## src/rtl/cwvef_pkg.sv

```systemverilog
// Shared types, constants and the pixel filter function for the vertical edge filter.
package cwvef_pkg;

  localparam int COLUMNS_DEFAULT = 64;
  localparam int ROWS_DEFAULT    = 6;

  // Column index field carried in commands; wide enough for the largest row.
  localparam int COL_MAX_W = 8;

  localparam int CMD_DEPTH = 4;
  localparam int OUT_DEPTH = 4;
  localparam int OUT_CNT_W = $clog2(OUT_DEPTH + 1);

  localparam logic [15:0] PASS_MASK = 16'h7e7e;

  localparam int CFG_IDX_W  = 2;
  localparam int CFG_DATA_W = 64;

  localparam logic [CFG_IDX_W-1:0] CFG_TABLE_LOWER = 2'd0;
  localparam logic [CFG_IDX_W-1:0] CFG_TABLE_UPPER = 2'd1;
  localparam logic [CFG_IDX_W-1:0] CFG_EMIT_LOW    = 2'd2;

  typedef enum logic {
    CMD_WORD,
    CMD_FLUSH
  } cmd_kind_t;

  typedef struct packed {
    cmd_kind_t            kind;
    logic                 emit;
    logic                 has_above;
    logic                 cur_sel;
    logic [COL_MAX_W-1:0] col;
    logic [15:0]          word;
  } cmd_t;

  typedef struct packed {
    logic [63:0] table_lower;
    logic [63:0] table_upper;
    logic        emit_low;
  } cfg_t;

  typedef struct packed {
    logic       frame_last;
    logic [7:0] data;
  } out_t;

  function automatic logic [1:0] pixel_at(input logic [15:0] w, input logic [2:0] k);
    logic [3:0] hi;
    hi = {1'b1, k};
    return {w[hi], w[k]};
  endfunction

  function automatic logic [1:0] table_lookup(input logic [1:0] prev, input logic [1:0] next,
                                              input logic [1:0] self, input cfg_t cfg);
    logic [127:0] tbl;
    logic [6:0]   off;
    logic [7:0]   entry;
    tbl   = {cfg.table_upper, cfg.table_lower};
    off   = {prev, next, 3'b000};
    entry = tbl[off +: 8];
    return entry[{self, 1'b0} +: 2];
  endfunction

  function automatic logic [7:0] filter_word(input logic [15:0] cur, input logic has_above,
                                             input logic [15:0] above, input logic has_below,
                                             input logic [15:0] below, input cfg_t cfg);
    logic [15:0] r;
    logic [1:0]  prev;
    logic [1:0]  next;
    logic [1:0]  v;
    r    = cur & PASS_MASK;
    next = pixel_at(cur, 3'd1);
    prev = has_above ? pixel_at(above, 3'd7) : next;
    v    = table_lookup(prev, next, pixel_at(cur, 3'd0), cfg);
    r[0] = v[0];
    r[8] = v[1];
    prev = pixel_at(cur, 3'd6);
    next = has_below ? pixel_at(below, 3'd0) : prev;
    v    = table_lookup(prev, next, pixel_at(cur, 3'd7), cfg);
    r[7]  = v[0];
    r[15] = v[1];
    return cfg.emit_low ? r[7:0] : r[15:8];
  endfunction

endpackage

```

## src/rtl/column_word_vertical_edge_filter.sv

```systemverilog
// Top level: configuration registers, command queue, front and back ends, result queue.
// Path: a column word that completes a result passes the command queue, then the
// row-store read and filter stage registers, then the result queue. Throughput: one
// column word per cycle unless full; a flush holds the back end for its sweep, one
// row-store read per byte, while words behind it wait in the command queue.
// Reset (rst, synchronous): clears counters, queues and table registers; row store unset.
module column_word_vertical_edge_filter import cwvef_pkg::*; #(
  parameter int COLUMNS = COLUMNS_DEFAULT,
  parameter int ROWS    = ROWS_DEFAULT
) (
  input  logic                  clk,
  input  logic                  rst,
  input  logic                  push,
  output logic                  full,
  input  logic                  action,
  input  logic [15:0]           column_word,
  output logic                  empty,
  input  logic                  pop,
  output logic [7:0]            out_byte,
  output logic                  frame_last,
  input  logic                  wr_en,
  input  logic [CFG_IDX_W-1:0]  wr_index,
  input  logic [CFG_DATA_W-1:0] wr_data
);

  cfg_t                   cfg;
  logic                   cmd_push;
  cmd_t                   cmd_in;
  cmd_t                   cmd_out;
  logic                   cmd_pop;
  logic                   cmd_empty;
  logic [$clog2(CMD_DEPTH+1)-1:0] cmd_count;
  logic                   out_push;
  out_t                   out_in;
  out_t                   out_head;
  logic                   out_full;
  logic [OUT_CNT_W-1:0]   out_count;

  always_ff @(posedge clk) begin
    if (rst) begin
      cfg <= '0;
    end else if (wr_en) begin
      unique case (wr_index)
        CFG_TABLE_LOWER: cfg.table_lower <= wr_data;
        CFG_TABLE_UPPER: cfg.table_upper <= wr_data;
        CFG_EMIT_LOW:    cfg.emit_low    <= wr_data[0];
        default: begin
        end
      endcase
    end
  end

  cwvef_front #(
    .COLUMNS (COLUMNS),
    .ROWS    (ROWS)
  ) u_front (
    .clk         (clk),
    .rst         (rst),
    .push        (push),
    .action      (action),
    .column_word (column_word),
    .cmd_full    (full),
    .cmd_push    (cmd_push),
    .cmd         (cmd_in)
  );

  cwvef_fifo #(
    .WIDTH ($bits(cmd_t)),
    .DEPTH (CMD_DEPTH)
  ) u_cmd_q (
    .clk     (clk),
    .rst     (rst),
    .wr_en   (cmd_push),
    .wr_data (cmd_in),
    .rd_en   (cmd_pop),
    .rd_data (cmd_out),
    .full    (full),
    .empty   (cmd_empty),
    .count   (cmd_count)
  );

  cwvef_back #(
    .COLUMNS (COLUMNS)
  ) u_back (
    .clk       (clk),
    .rst       (rst),
    .cmd_valid (!cmd_empty && (cmd_count != '0)),
    .cmd       (cmd_out),
    .cmd_pop   (cmd_pop),
    .cfg       (cfg),
    .out_count (out_count),
    .out_push  (out_push),
    .out_item  (out_in)
  );

  cwvef_fifo #(
    .WIDTH ($bits(out_t)),
    .DEPTH (OUT_DEPTH)
  ) u_out_q (
    .clk     (clk),
    .rst     (rst),
    .wr_en   (out_push),
    .wr_data (out_in),
    .rd_en   (pop),
    .rd_data (out_head),
    .full    (out_full),
    .empty   (empty),
    .count   (out_count)
  );

  assign out_byte   = out_full ? out_head.data : out_head.data;
  assign frame_last = out_head.frame_last;

endmodule

```

## src/rtl/cwvef_fifo.sv

```systemverilog
// Small first-in first-out queue built from registers.
module cwvef_fifo import cwvef_pkg::*; #(
  parameter int WIDTH = 8,
  parameter int DEPTH = CMD_DEPTH
) (
  input  logic                       clk,
  input  logic                       rst,
  input  logic                       wr_en,
  input  logic [WIDTH-1:0]           wr_data,
  input  logic                       rd_en,
  output logic [WIDTH-1:0]           rd_data,
  output logic                       full,
  output logic                       empty,
  output logic [$clog2(DEPTH+1)-1:0] count
);

  localparam int PTR_W = $clog2(DEPTH);
  localparam int CNT_W = $clog2(DEPTH + 1);
  localparam logic [PTR_W-1:0] PTR_LAST = PTR_W'(DEPTH - 1);

  logic [WIDTH-1:0] mem [DEPTH];
  logic [PTR_W-1:0] wr_ptr;
  logic [PTR_W-1:0] rd_ptr;
  logic             do_wr;
  logic             do_rd;

  assign full    = (count == CNT_W'(DEPTH));
  assign empty   = (count == '0);
  assign do_wr   = wr_en && !full;
  assign do_rd   = rd_en && !empty;
  assign rd_data = mem[rd_ptr];

  always_ff @(posedge clk) begin
    if (rst) begin
      wr_ptr <= '0;
      rd_ptr <= '0;
      count  <= '0;
    end else begin
      if (do_wr) begin
        wr_ptr <= (wr_ptr == PTR_LAST) ? '0 : wr_ptr + PTR_W'(1);
      end
      if (do_rd) begin
        rd_ptr <= (rd_ptr == PTR_LAST) ? '0 : rd_ptr + PTR_W'(1);
      end
      if (do_wr && !do_rd) begin
        count <= count + CNT_W'(1);
      end else if (do_rd && !do_wr) begin
        count <= count - CNT_W'(1);
      end
    end
    if (do_wr) begin
      mem[wr_ptr] <= wr_data;
    end
  end

endmodule

```

## src/rtl/cwvef_front.sv

```systemverilog
// Front end: tracks column and row position, drops or classifies items into commands.
module cwvef_front import cwvef_pkg::*; #(
  parameter int COLUMNS = COLUMNS_DEFAULT,
  parameter int ROWS    = ROWS_DEFAULT
) (
  input  logic        clk,
  input  logic        rst,
  input  logic        push,
  input  logic        action,
  input  logic [15:0] column_word,
  input  logic        cmd_full,
  output logic        cmd_push,
  output cmd_t        cmd
);

  localparam int COL_W = $clog2(COLUMNS);
  localparam int ROW_W = $clog2(ROWS + 1);
  localparam logic [COL_W-1:0] COL_LAST = COL_W'(COLUMNS - 1);

  logic [COL_W-1:0] col;
  logic [ROW_W-1:0] row_count;
  logic             accept;
  logic             row_open;

  assign accept   = push && !cmd_full;
  assign row_open = (row_count < ROW_W'(ROWS));

  always_comb begin
    cmd.kind      = action ? CMD_FLUSH : CMD_WORD;
    cmd.emit      = (row_count != '0);
    cmd.has_above = (row_count >= ROW_W'(2));
    cmd.cur_sel   = ~row_count[0];
    cmd.col       = COL_MAX_W'(col);
    cmd.word      = column_word;
    if (action) begin
      // flush only sweeps when a whole row is waiting
      cmd_push = accept && (col == '0) && (row_count != '0);
    end else begin
      cmd_push = accept && row_open;
    end
  end

  always_ff @(posedge clk) begin
    if (rst) begin
      col       <= '0;
      row_count <= '0;
    end else if (accept) begin
      if (action) begin
        col       <= '0;
        row_count <= '0;
      end else if (row_open) begin
        if (col == COL_LAST) begin
          col       <= '0;
          row_count <= row_count + ROW_W'(1);
        end else begin
          col <= col + COL_W'(1);
        end
      end
    end
  end

endmodule

```

## src/rtl/cwvef_back.sv

```systemverilog
// Back end: two-row store, flush sweep and the filter stage feeding the result queue.
module cwvef_back import cwvef_pkg::*; #(
  parameter int COLUMNS = COLUMNS_DEFAULT
) (
  input  logic                 clk,
  input  logic                 rst,
  input  logic                 cmd_valid,
  input  cmd_t                 cmd,
  output logic                 cmd_pop,
  input  cfg_t                 cfg,
  input  logic [OUT_CNT_W-1:0] out_count,
  output logic                 out_push,
  output out_t                 out_item
);

  localparam int COL_W   = $clog2(COLUMNS);
  localparam int SLOTS_W = OUT_CNT_W + 1;
  localparam logic [COL_W-1:0] COL_LAST = COL_W'(COLUMNS - 1);

  typedef enum logic {
    B_IDLE,
    B_SWEEP
  } state_t;

  state_t state;

  logic [15:0] bank0 [COLUMNS];
  logic [15:0] bank1 [COLUMNS];
  logic [15:0] rd0;
  logic [15:0] rd1;

  logic [COL_W-1:0] sweep_col;
  logic             sweep_sel;
  logic             sweep_above;

  logic             can_issue;
  logic             issue;
  logic [COL_W-1:0] addr;
  logic             mem_we;
  logic             mem_sel;
  logic             i_emit;
  logic             i_last;
  logic             i_above;
  logic             i_below_ok;
  logic             i_cur_sel;
  logic [15:0]      i_below;

  logic             p_valid;
  logic             p_emit;
  logic             p_last;
  logic             p_above;
  logic             p_below_ok;
  logic             p_cur_sel;
  logic [15:0]      p_below;

  logic [15:0]      cur_word;
  logic [15:0]      above_word;

  // keep room in the result queue for the item already in the filter stage
  assign can_issue = (SLOTS_W'(out_count) + SLOTS_W'(p_valid)) < SLOTS_W'(OUT_DEPTH);

  always_comb begin
    cmd_pop    = 1'b0;
    issue      = 1'b0;
    mem_we     = 1'b0;
    mem_sel    = ~cmd.cur_sel;
    addr       = cmd.col[COL_W-1:0];
    i_emit     = cmd.emit;
    i_last     = 1'b0;
    i_above    = cmd.has_above;
    i_below_ok = 1'b1;
    i_cur_sel  = cmd.cur_sel;
    i_below    = cmd.word;
    unique case (state)
      B_IDLE: begin
        if (cmd_valid && can_issue) begin
          cmd_pop = 1'b1;
          if (cmd.kind == CMD_WORD) begin
            issue  = 1'b1;
            mem_we = 1'b1;
          end
        end
      end
      B_SWEEP: begin
        addr       = sweep_col;
        i_emit     = 1'b1;
        i_last     = (sweep_col == COL_LAST);
        i_above    = sweep_above;
        i_below_ok = 1'b0;
        i_cur_sel  = sweep_sel;
        i_below    = '0;
        issue      = can_issue;
      end
      default: begin
      end
    endcase
  end

  // read returns the old word when the same slot is written in that cycle
  always_ff @(posedge clk) begin
    if (mem_we && !mem_sel) begin
      bank0[addr] <= i_below;
    end
    rd0 <= bank0[addr];
  end

  always_ff @(posedge clk) begin
    if (mem_we && mem_sel) begin
      bank1[addr] <= i_below;
    end
    rd1 <= bank1[addr];
  end

  always_ff @(posedge clk) begin
    if (rst) begin
      state   <= B_IDLE;
      p_valid <= 1'b0;
    end else begin
      p_valid <= issue;
      unique case (state)
        B_IDLE: begin
          if (cmd_pop && cmd.kind == CMD_FLUSH) begin
            state <= B_SWEEP;
          end
        end
        B_SWEEP: begin
          if (issue && i_last) begin
            state <= B_IDLE;
          end
        end
        default: state <= B_IDLE;
      endcase
    end
    if (state == B_IDLE) begin
      sweep_col   <= '0;
      sweep_sel   <= cmd.cur_sel;
      sweep_above <= cmd.has_above;
    end else if (issue) begin
      sweep_col <= sweep_col + COL_W'(1);
    end
    p_emit     <= i_emit;
    p_last     <= i_last;
    p_above    <= i_above;
    p_below_ok <= i_below_ok;
    p_cur_sel  <= i_cur_sel;
    p_below    <= i_below;
  end

  assign cur_word   = p_cur_sel ? rd1 : rd0;
  assign above_word = p_cur_sel ? rd0 : rd1;

  assign out_push            = p_valid && p_emit;
  assign out_item.frame_last = p_last;
  assign out_item.data       = filter_word(cur_word, p_above, above_word,
                                           p_below_ok, p_below, cfg);

endmodule

```

## config.mk

```make
export PLATFORM = sky130hd
export DESIGN_NAME = column_word_vertical_edge_filter
export DESIGN_NICKNAME = d
export VERILOG_FILES = /design/src/rtl/cwvef_pkg.sv /design/src/rtl/column_word_vertical_edge_filter.sv /design/src/rtl/cwvef_fifo.sv /design/src/rtl/cwvef_front.sv /design/src/rtl/cwvef_back.sv
export SDC_FILE = /design/constraint.sdc
export NUM_CORES = 2
export LEC_CHECK = 0
export BUFFER_PORTS_ARGS = -buffer_cell sky130_fd_sc_hd__buf_2
export CAP_MARGIN = 5
export CORE_UTILIZATION = 45
export CTS_BUF_LIST = sky130_fd_sc_hd__clkbuf_16
export DETAILED_ROUTE_END_ITERATION = 7
export PLACE_DENSITY = 0.68
export SYNTH_ARGS = -nofsm -noshare
export SYNTH_HDL_FRONTEND = slang
export SYNTH_SLANG_ARGS = --single-unit
```

## constraint.sdc

```tcl
create_clock -name clk -period 6.09 [get_ports clk]
set_input_delay 0 -clock clk [delete_from_list [all_inputs] [get_ports clk]]
set_output_delay 0 -clock clk [all_outputs]
set_load 0.1 [all_outputs]
```

# [After elaboration in Yosys (flattened, before gate mapping)]
# Memories as Yosys holds them, arrays and structs flattened. A register that Yosys moved wholly into a read port is not among the register bits.
# Cells that the tools add are included.
[op_classes] n_addsub=12 order_cmp=3 eq_ne=10 n_shift=4 mux=46 n_bitwise=3 n_reduce_logical=42
[ops] op="variable part select 128 x 8 -> 8 bit" n=2
[ops] op="2-to-1 mux 16 bit" n=3
[ops] op="2-to-1 mux 6 bit" n=4
[ops] op="2-to-1 mux 3 bit" n=7
[ops] op="2-to-1 mux 2 bit" n=10
[ops] op="logical AND 1 bit" n=19
[ops] op="2-to-1 mux 1 bit" n=19
[ops] op="variable part select 8 x 4 -> 2 bit" n=2
[ops] op="adder 6 x 1 -> 6 bit (second input constant)" n=2
[ops] op="== test 6 bit (second input constant)" n=2
[ops] op="== test 2 bit (second input constant)" n=5
[ops] op="adder 3 x 1 -> 3 bit (second input constant)" n=3
[ops] op="adder 2 x 1 -> 2 bit (second input constant)" n=4
[ops] op="zero test 1 bit" n=8
[ops] op="2-to-1 mux 8 bit" n=1
[ops] op="AND reduction 2 bit" n=4
[ops] op="nonzero test 2 bit" n=4
[ops] op="== test 3 bit (second input constant)" n=2
[ops] op="zero test 3 bit" n=2
[ops] op="zero test 6 bit" n=1
[ops] op="nonzero test 3 bit" n=2
[ops] op="subtractor 3 x 1 -> 3 bit (second input constant)" n=2
[ops] op="adder 3 x 1 -> 4 bit" n=1
[ops] op="less-than comparator 4 x 3 -> 1 bit (second input constant)" n=1
[ops] op="7 further kinds" n=10
[totals] regBits=174 ramBits=2188 in_bits=88 output_inout_bits=11 mem_count=4
[mem_list] name="u_back.bank0" depth=64 width=16 read_ports=1 rd_ports_with_merged_regs=1 write_ports=1 line_no="cwvef_back.sv:27" text="logic [15:0] bank0 [COLUMNS];"
[mem_list] name="u_back.bank1" depth=64 width=16 read_ports=1 rd_ports_with_merged_regs=1 write_ports=1 line_no="cwvef_back.sv:28" text="logic [15:0] bank1 [COLUMNS];"
[mem_list] name="u_cmd_q.mem" depth=4 width=26 read_ports=1 rd_ports_with_merged_regs=1 write_ports=1 line_no="cwvef_fifo.sv:21" text="logic [WIDTH-1:0] mem [DEPTH];"
[mem_list] name="u_out_q.mem" depth=4 width=9 read_ports=1 rd_ports_with_merged_regs=1 write_ports=1 line_no="cwvef_fifo.sv:21"

# [Longest topological paths before layout]
[depth] depth_word=11 ltp_mapped=15 depth_no_buf=11

# [Modules after synthesis]
# From an unflattened synthesis, not the netlist that was laid out.
[hier_totals] cells_unflattened=5717 hier_area_um2=92314.8
[by_module_without_submodules] module="cwvef_back" instances=1 cells_per_inst=4838 area_per_inst_um2=79872.9 seq_area_each_um2=62459.9
[by_module_without_submodules] module="column_word_vertical_edge_filter" instances=1 cells_per_inst=493 area_per_inst_um2=5361.4 seq_area_each_um2=2582.5
[by_module_without_submodules] module="cwvef_fifo at u_cmd_q" instances=1 cells_per_inst=196 area_per_inst_um2=4541.9 seq_area_each_um2=3543.4
[by_module_without_submodules] module="cwvef_fifo at u_out_q" instances=1 cells_per_inst=97 area_per_inst_um2=1811.7 seq_area_each_um2=1261.2
[by_module_without_submodules] module="cwvef_front" instances=1 cells_per_inst=93 area_per_inst_um2=726.9 seq_area_each_um2=180.2

# [Least setup slack after synthesis]
# Ideal clock, no wire load.
[synth_timing] kind="register -> register" startpoint="register u_cmd_q.count[0]" endpoint="register u_cmd_q.count[2]" setup_time_ns=0.070 arrival_ns=4.256 t_required_ns=6.020 setup_slack_ns=1.763 stages_incl_launch_ff=9 path_buffers=0 cell_sequence="dfxtp_1 -> nor3b_1 -> a211oi_1 -> ha_1 -> inv_1 -> fa_1 -> xor2_1 -> or3_1 -> a21oi_1"
[synth_between] elab_chain_cells=10 word_cells_on_any_way=25
[synth_lines] item="from (decl)" line_no="cwvef_fifo.sv:14" text="output logic [$clog2(DEPTH+1)-1:0] count"
[synth_lines] item="from (signal assigned)" line_no="cwvef_fifo.sv:46" text="count <= count + CNT_W'(1);"
[synth_lines] item="from (signal assigned)" line_no="cwvef_fifo.sv:48" text="count <= count - CNT_W'(1);"
[synth_lines] item="== test 3 bit (*)" line_no="cwvef_fifo.sv:27" text="assign full = (count == CNT_W'(DEPTH));"
[synth_lines] item="named net full" line_no="column_word_vertical_edge_filter.sv:14" text="output logic full,"
[synth_lines] item="zero test 1 bit (*)" line_no="cwvef_fifo.sv:29, cwvef_front.sv:25"
[synth_lines] item="logical AND 1 bit" line_no="cwvef_front.sv:25" text="assign accept = push && !cmd_full;"
[synth_lines] item="logical AND 1 bit (2 in series)" line_no="cwvef_front.sv:37" text="cmd_push = accept && (col == '0) && (row_count != '0);"
[synth_lines] item="2-to-1 mux 1 bit" line_no="cwvef_front.sv:35" text="if (action) begin"
[synth_lines] item="logical AND 1 bit (*)" line_no="cwvef_fifo.sv:29" text="assign do_wr = wr_en && !full;"
[synth_lines] item="named net u_cmd_q.do_wr" line_no="cwvef_fifo.sv:24" text="logic do_wr;"
[synth_lines] item="zero test 1 bit" line_no="cwvef_fifo.sv:47" text="end else if (do_rd && !do_wr) begin"
[synth_lines] item="logical AND 1 bit" line_no="cwvef_fifo.sv:47"
[synth_lines] item="nonzero test 2 bit (no line)"
# Mark *: on every way through the listed nets, which the timed path passes. The rest lies on a longest branch. The select of a mux whose other input is x is not followed.
# A chain may end at the register's enable or synchronous reset.

==> parameters.txt <==
Parameter                              Value

Outcome
  Outcome ... finished, violations left
  Violations in the final reports ... slew limit

Timing
  Pin slew with the least headroom to its limit ... 1560 ps
  Final worst slack ... about 1200 ps
  Worst Hold Margin ... 12.4 ps
  Final Critical Period ... approximately 5000 ps
  Max-slew headroom ... -4.05%
  Setup total negative slack ... 0 ps
  Fmax achieved ... ~0.20 GHz
  Final period util ... 81.0%
  Setup repair after global routing missed its margin ... no
  Worst setup skew after layout ... 93.5 ps
  Count of endpoints failing hold in the final timing report ... 0
  Pins Over Slew Limit ... 1
  Final Setup Violations ... 0

Route
  Via density per instance ... 6.44
  Router iterations before antenna repair ... 7
  Met3 routed wirelength ... 42600 µm
  DRC violation count after routing ... 0
  Top metal layer carrying routed signals ... met5
  Post-Route M1 WL ... 108000 µm
  Vias post-DR ... between 60000 and 70000
  Routed Wire Length ... 308000 µm
  Average wire length per cell after detail routing ... approximately 32 µm
  Post-DRT Antenna Nets ... 0
  Initial DRC count ... 11036
  Met2 wirelength from detailed routing ... roughly 140000 µm

Synth
  Netlist cell types ... 79
  Fraction of the mapped netlist area in compound gates ... 9.75%
  Simple-Gate Fraction of Synth Area ... under 10%
  Post-Synth XOR/XNOR Area ... 0.151%
  Area share of the largest cell type after synthesis ... 70.7%
  Library cell occupying the most area in the post-synthesis netlist ... sky130_fd_sc_hd__edfxtp_1
  Share of synthesized flip-flops with an asynchronous set or reset ... 0%
  Number of nets produced by synthesis ... between 6000 and 7000
  Share of synthesized area spent on multiplexers ... 5.55%
  Most frequent cells after synthesis ... sky130_fd_sc_hd__edfxtp_1, sky130_fd_sc_hd__nand2_1, sky130_fd_sc_hd__a21oi_1
  Number of warnings reported in the yosys synthesis log ... 0
  Synthesized flop and latch total ... ~2400
  Arithmetic-cell share of the synthesized area counting full adders, half adders and majority gates ... 0.272%
  Most used flip-flop cell after synthesis ... sky130_fd_sc_hd__edfxtp_1
  Average cell area after synthesis ... between 10 and 15 µm²
  Fraction of the yosys area taken by sequential cells ... about three quarters
  Post-synth EDFFs ... 2190
  Combinational family with the most area after synthesis ... compound AO/OA/AOI/OAI gates
  Post-synthesis cell area ... about 93000 µm²
  Cell types with the largest area share after synthesis ... sky130_fd_sc_hd__edfxtp_1, sky130_fd_sc_hd__dfxtp_1, sky130_fd_sc_hd__nand2_1, sky130_fd_sc_hd__mux2i_1, sky130_fd_sc_hd__a21oi_1
  Library cell with the highest instance count after synthesis ... sky130_fd_sc_hd__edfxtp_1
  Count of mapped cells out of synthesis ... 6205

Finish
  Finished layout cell area ... 107000 µm²
  Final net count ... 6779
  Post-layout instance count excluding filler cells ... 9566
  Share of layout cells above drive strength 1 ... approximately 15%
  Fill cell count ... 16312
  Area delta synth->final ... 15.3%

Placement
  Cell count after placement ... 8949
  HPWL after detailed placement ... ~180000 µm
  Post-place instance area ... 98200 µm²
  Pre-CTS setup slack ... 1280 ps
  Placer Congestion ... ~0.96
  Total of buffers placed on input and output ports ... 98

Floorplanning
  FP Rows ... about 170
  Die Height ... 457 µm
  Die area ... between 200000 and 250000 µm²
  Floorplan die width ... 457 µm
  Initial cell density of the core ... between 40% and 50%
  Number of primary I/O pins ... 99
  Area of the core ... roughly 200000 µm²

Pwr
  Sequential Power Share ... 38.0%
  Pwr per Cell Area ... 517 nW/µm²
  Net Sw Frac ... 39.9%
  Psw ... around 22 mW
  Leakage dissipation ... 35.3 nW
  Peak supply drop ... 0.477 mV
  Cell-internal power ... around 33 mW
  Proportion of power drawn by combinational gates ... 37.3%
  Clock power frac ... 24.7%

Clocking
  Source-to-sink clock delay at the later pin of the worst-skew pair ... around 890 ps
  Maximum number of buffers from clock root to sink ... 3
  Clock Pin Slew Worst Setup and Hold Paths ... 60 ps
  H-Tree Depth ... 4
  Clock buffer count from CTS ... 222
  Number of setup buffers added after CTS ... 0
  Clock sinks ... 2391
  Cts repair resizes ... 0
  Root cell of the clock tree ... sky130_fd_sc_hd__clkbuf_16
  Clock tree from TritonCTS ... done

GRT
  Total track usage ... 28.8%
  Number of antenna violations at the first check in global routing ... 20
  Number of global-route vias before repair ... 58489
  First-pass GRT wire length ... 433000 µm
  Maximum number of pins on one net before global-route repair ... 106
  Gr ovfl total ... 0

Worst setup path
  Crit path capture type ... flip-flop
  Endpoint of the lowest-slack register-to-register path ... u_back.rd0[6]
  Reg2reg setup slack ... 1160 ps
  Max FO, Critical Path ... 16
  Worst r2r path cells ... 9
  Worst Path Class, Setup ... flip-flop to flip-flop
  Data arrival time of the critical path ... 5680 ps
  Data required time at the worst endpoint ... about 7000 ps
  Startpoint types ... flip-flop

Worst hold path
  Cell depth of the worst min-delay path ... 2
  Hold path startpoint ... column_word[15]
  Min-delay worst type ... primary input to flip-flop
  Terminating pin of the worst hold path ... u_cmd_q.mem[0][15]

Run
  Max Cap Viol ... 0
==> power groups by stage <==
stage	Clock, mW	Combinational [mW]	Sequential [mW]
global route	14.3	20.8	21.1
global placement	0	19.4	21.3
CTS	13.7	19.9	21.0
finish	13.7	20.7	21.1
detailed placement	0	19.7	21.4
floorplan	0	10.5	21.3
==> flip-flops by register name, indices dropped and copies added (netlist names), 6 cells and up, named ones only <==
signal            cells
u_back.rd0           16
u_back.bank1       1024
u_back.sweep_col      6
cfg                 129
u_front.col           6
u_back.rd1           16
u_out_q.mem          36
u_back.bank0       1024
u_cmd_q.mem         104
==> cells in the final DEF (no fill, tap or decap), types with 171 or more instances in the layout <==
master                          Yosys  routed
sky130_fd_sc_hd__mux2i_1          261     258
sky130_fd_sc_hd__clkbuf_16          0     223
sky130_fd_sc_hd__o21ai_0          171     171
sky130_fd_sc_hd__buf_4             35     336
sky130_fd_sc_hd__a21oi_1          435     435
sky130_fd_sc_hd__dlygate4sd3_1      0     186
sky130_fd_sc_hd__nand2_1         1062    1060
sky130_fd_sc_hd__a22oi_1          195     195
sky130_fd_sc_hd__dfxtp_1          201     200
sky130_fd_sc_hd__edfxtp_1        2190    2190
sky130_fd_sc_hd__nor2_1           219     205
==> worst max-delay path, stage by stage, from the launching register on <==
cell and delay [ps]:
sky130_fd_sc_hd__dfxtp_1 550, sky130_fd_sc_hd__mux2i_1 450, sky130_fd_sc_hd__o221ai_4 530, sky130_fd_sc_hd__buf_4 430, sky130_fd_sc_hd__nand2_2 500, sky130_fd_sc_hd__buf_12 330
sky130_fd_sc_hd__o21ai_0 140, sky130_fd_sc_hd__o21ai_0 960, sky130_fd_sc_hd__o2111ai_1 440, sky130_fd_sc_hd__or4_1 510
==> worst max-delay path by stage <==
stage | slack, ps | start | end | cells past startpoint
after CTS | 1340 | flip-flop | u_back.rd1[8] | 10
after global placement | 1320 | flip-flop | u_back.rd1[8] | 10
after global routing | 1340 | flip-flop | u_back.rd0[6] | 9
after detailed placement | 1280 | flip-flop | u_back.rd1[8] | 10
after floorplan | 1760 | u_cmd_q.count[0] | u_cmd_q.count[2] | 8
final | 1160 | flip-flop | u_back.rd0[6] | 9
==> metrics by stage <==
stage / power [mW] / util (%)
after detailed placement: 41.1 / 47.9
after CTS: 54.6 / 52.3
after global routing: 56.2 / 52.3
after floorplan: 31.8 / -
final: 55.4 / 52.3
after global placement: 40.8 / 47.9
==> routing by layer <==
layer	global-route usage, %	vias up
met5	0	-
met4	16.1	10
met3	7.81	953
met2	43.7	4966
met1	37.6	30661
li1	-	25006
==> final cells by class <==
type	instances	area, µm²	share of cell area [%]
clock inverter	191	1540	1.44
multi-input combinational	3402	21500	20.1
inverter	11	41.3	0.0385
tap	2688	3360	3.14
antenna	16	40.0	0.0373
clock buffer	223	5580	5.20
sequential	2391	69800	65.1
timing repair buffer	644	5360	5.00
==> cells by family after synthesis <==
family	Yosys count
AND/OR/NAND/NOR	1586
AO/OA/AOI/OAI	1370
multiplexers	411
flip-flops	2391
buffers and inverters	412
XOR/XNOR	16
adder cells (fa/ha/maj)	19
==> timing repair <==
item                                    in CTS  in global routing
hold buffers                               186                  0
endpoints found under the setup margin       0                  0
hold endpoints to repair                   224                  0
Note: power is estimated with default switching activity, not from simulation.
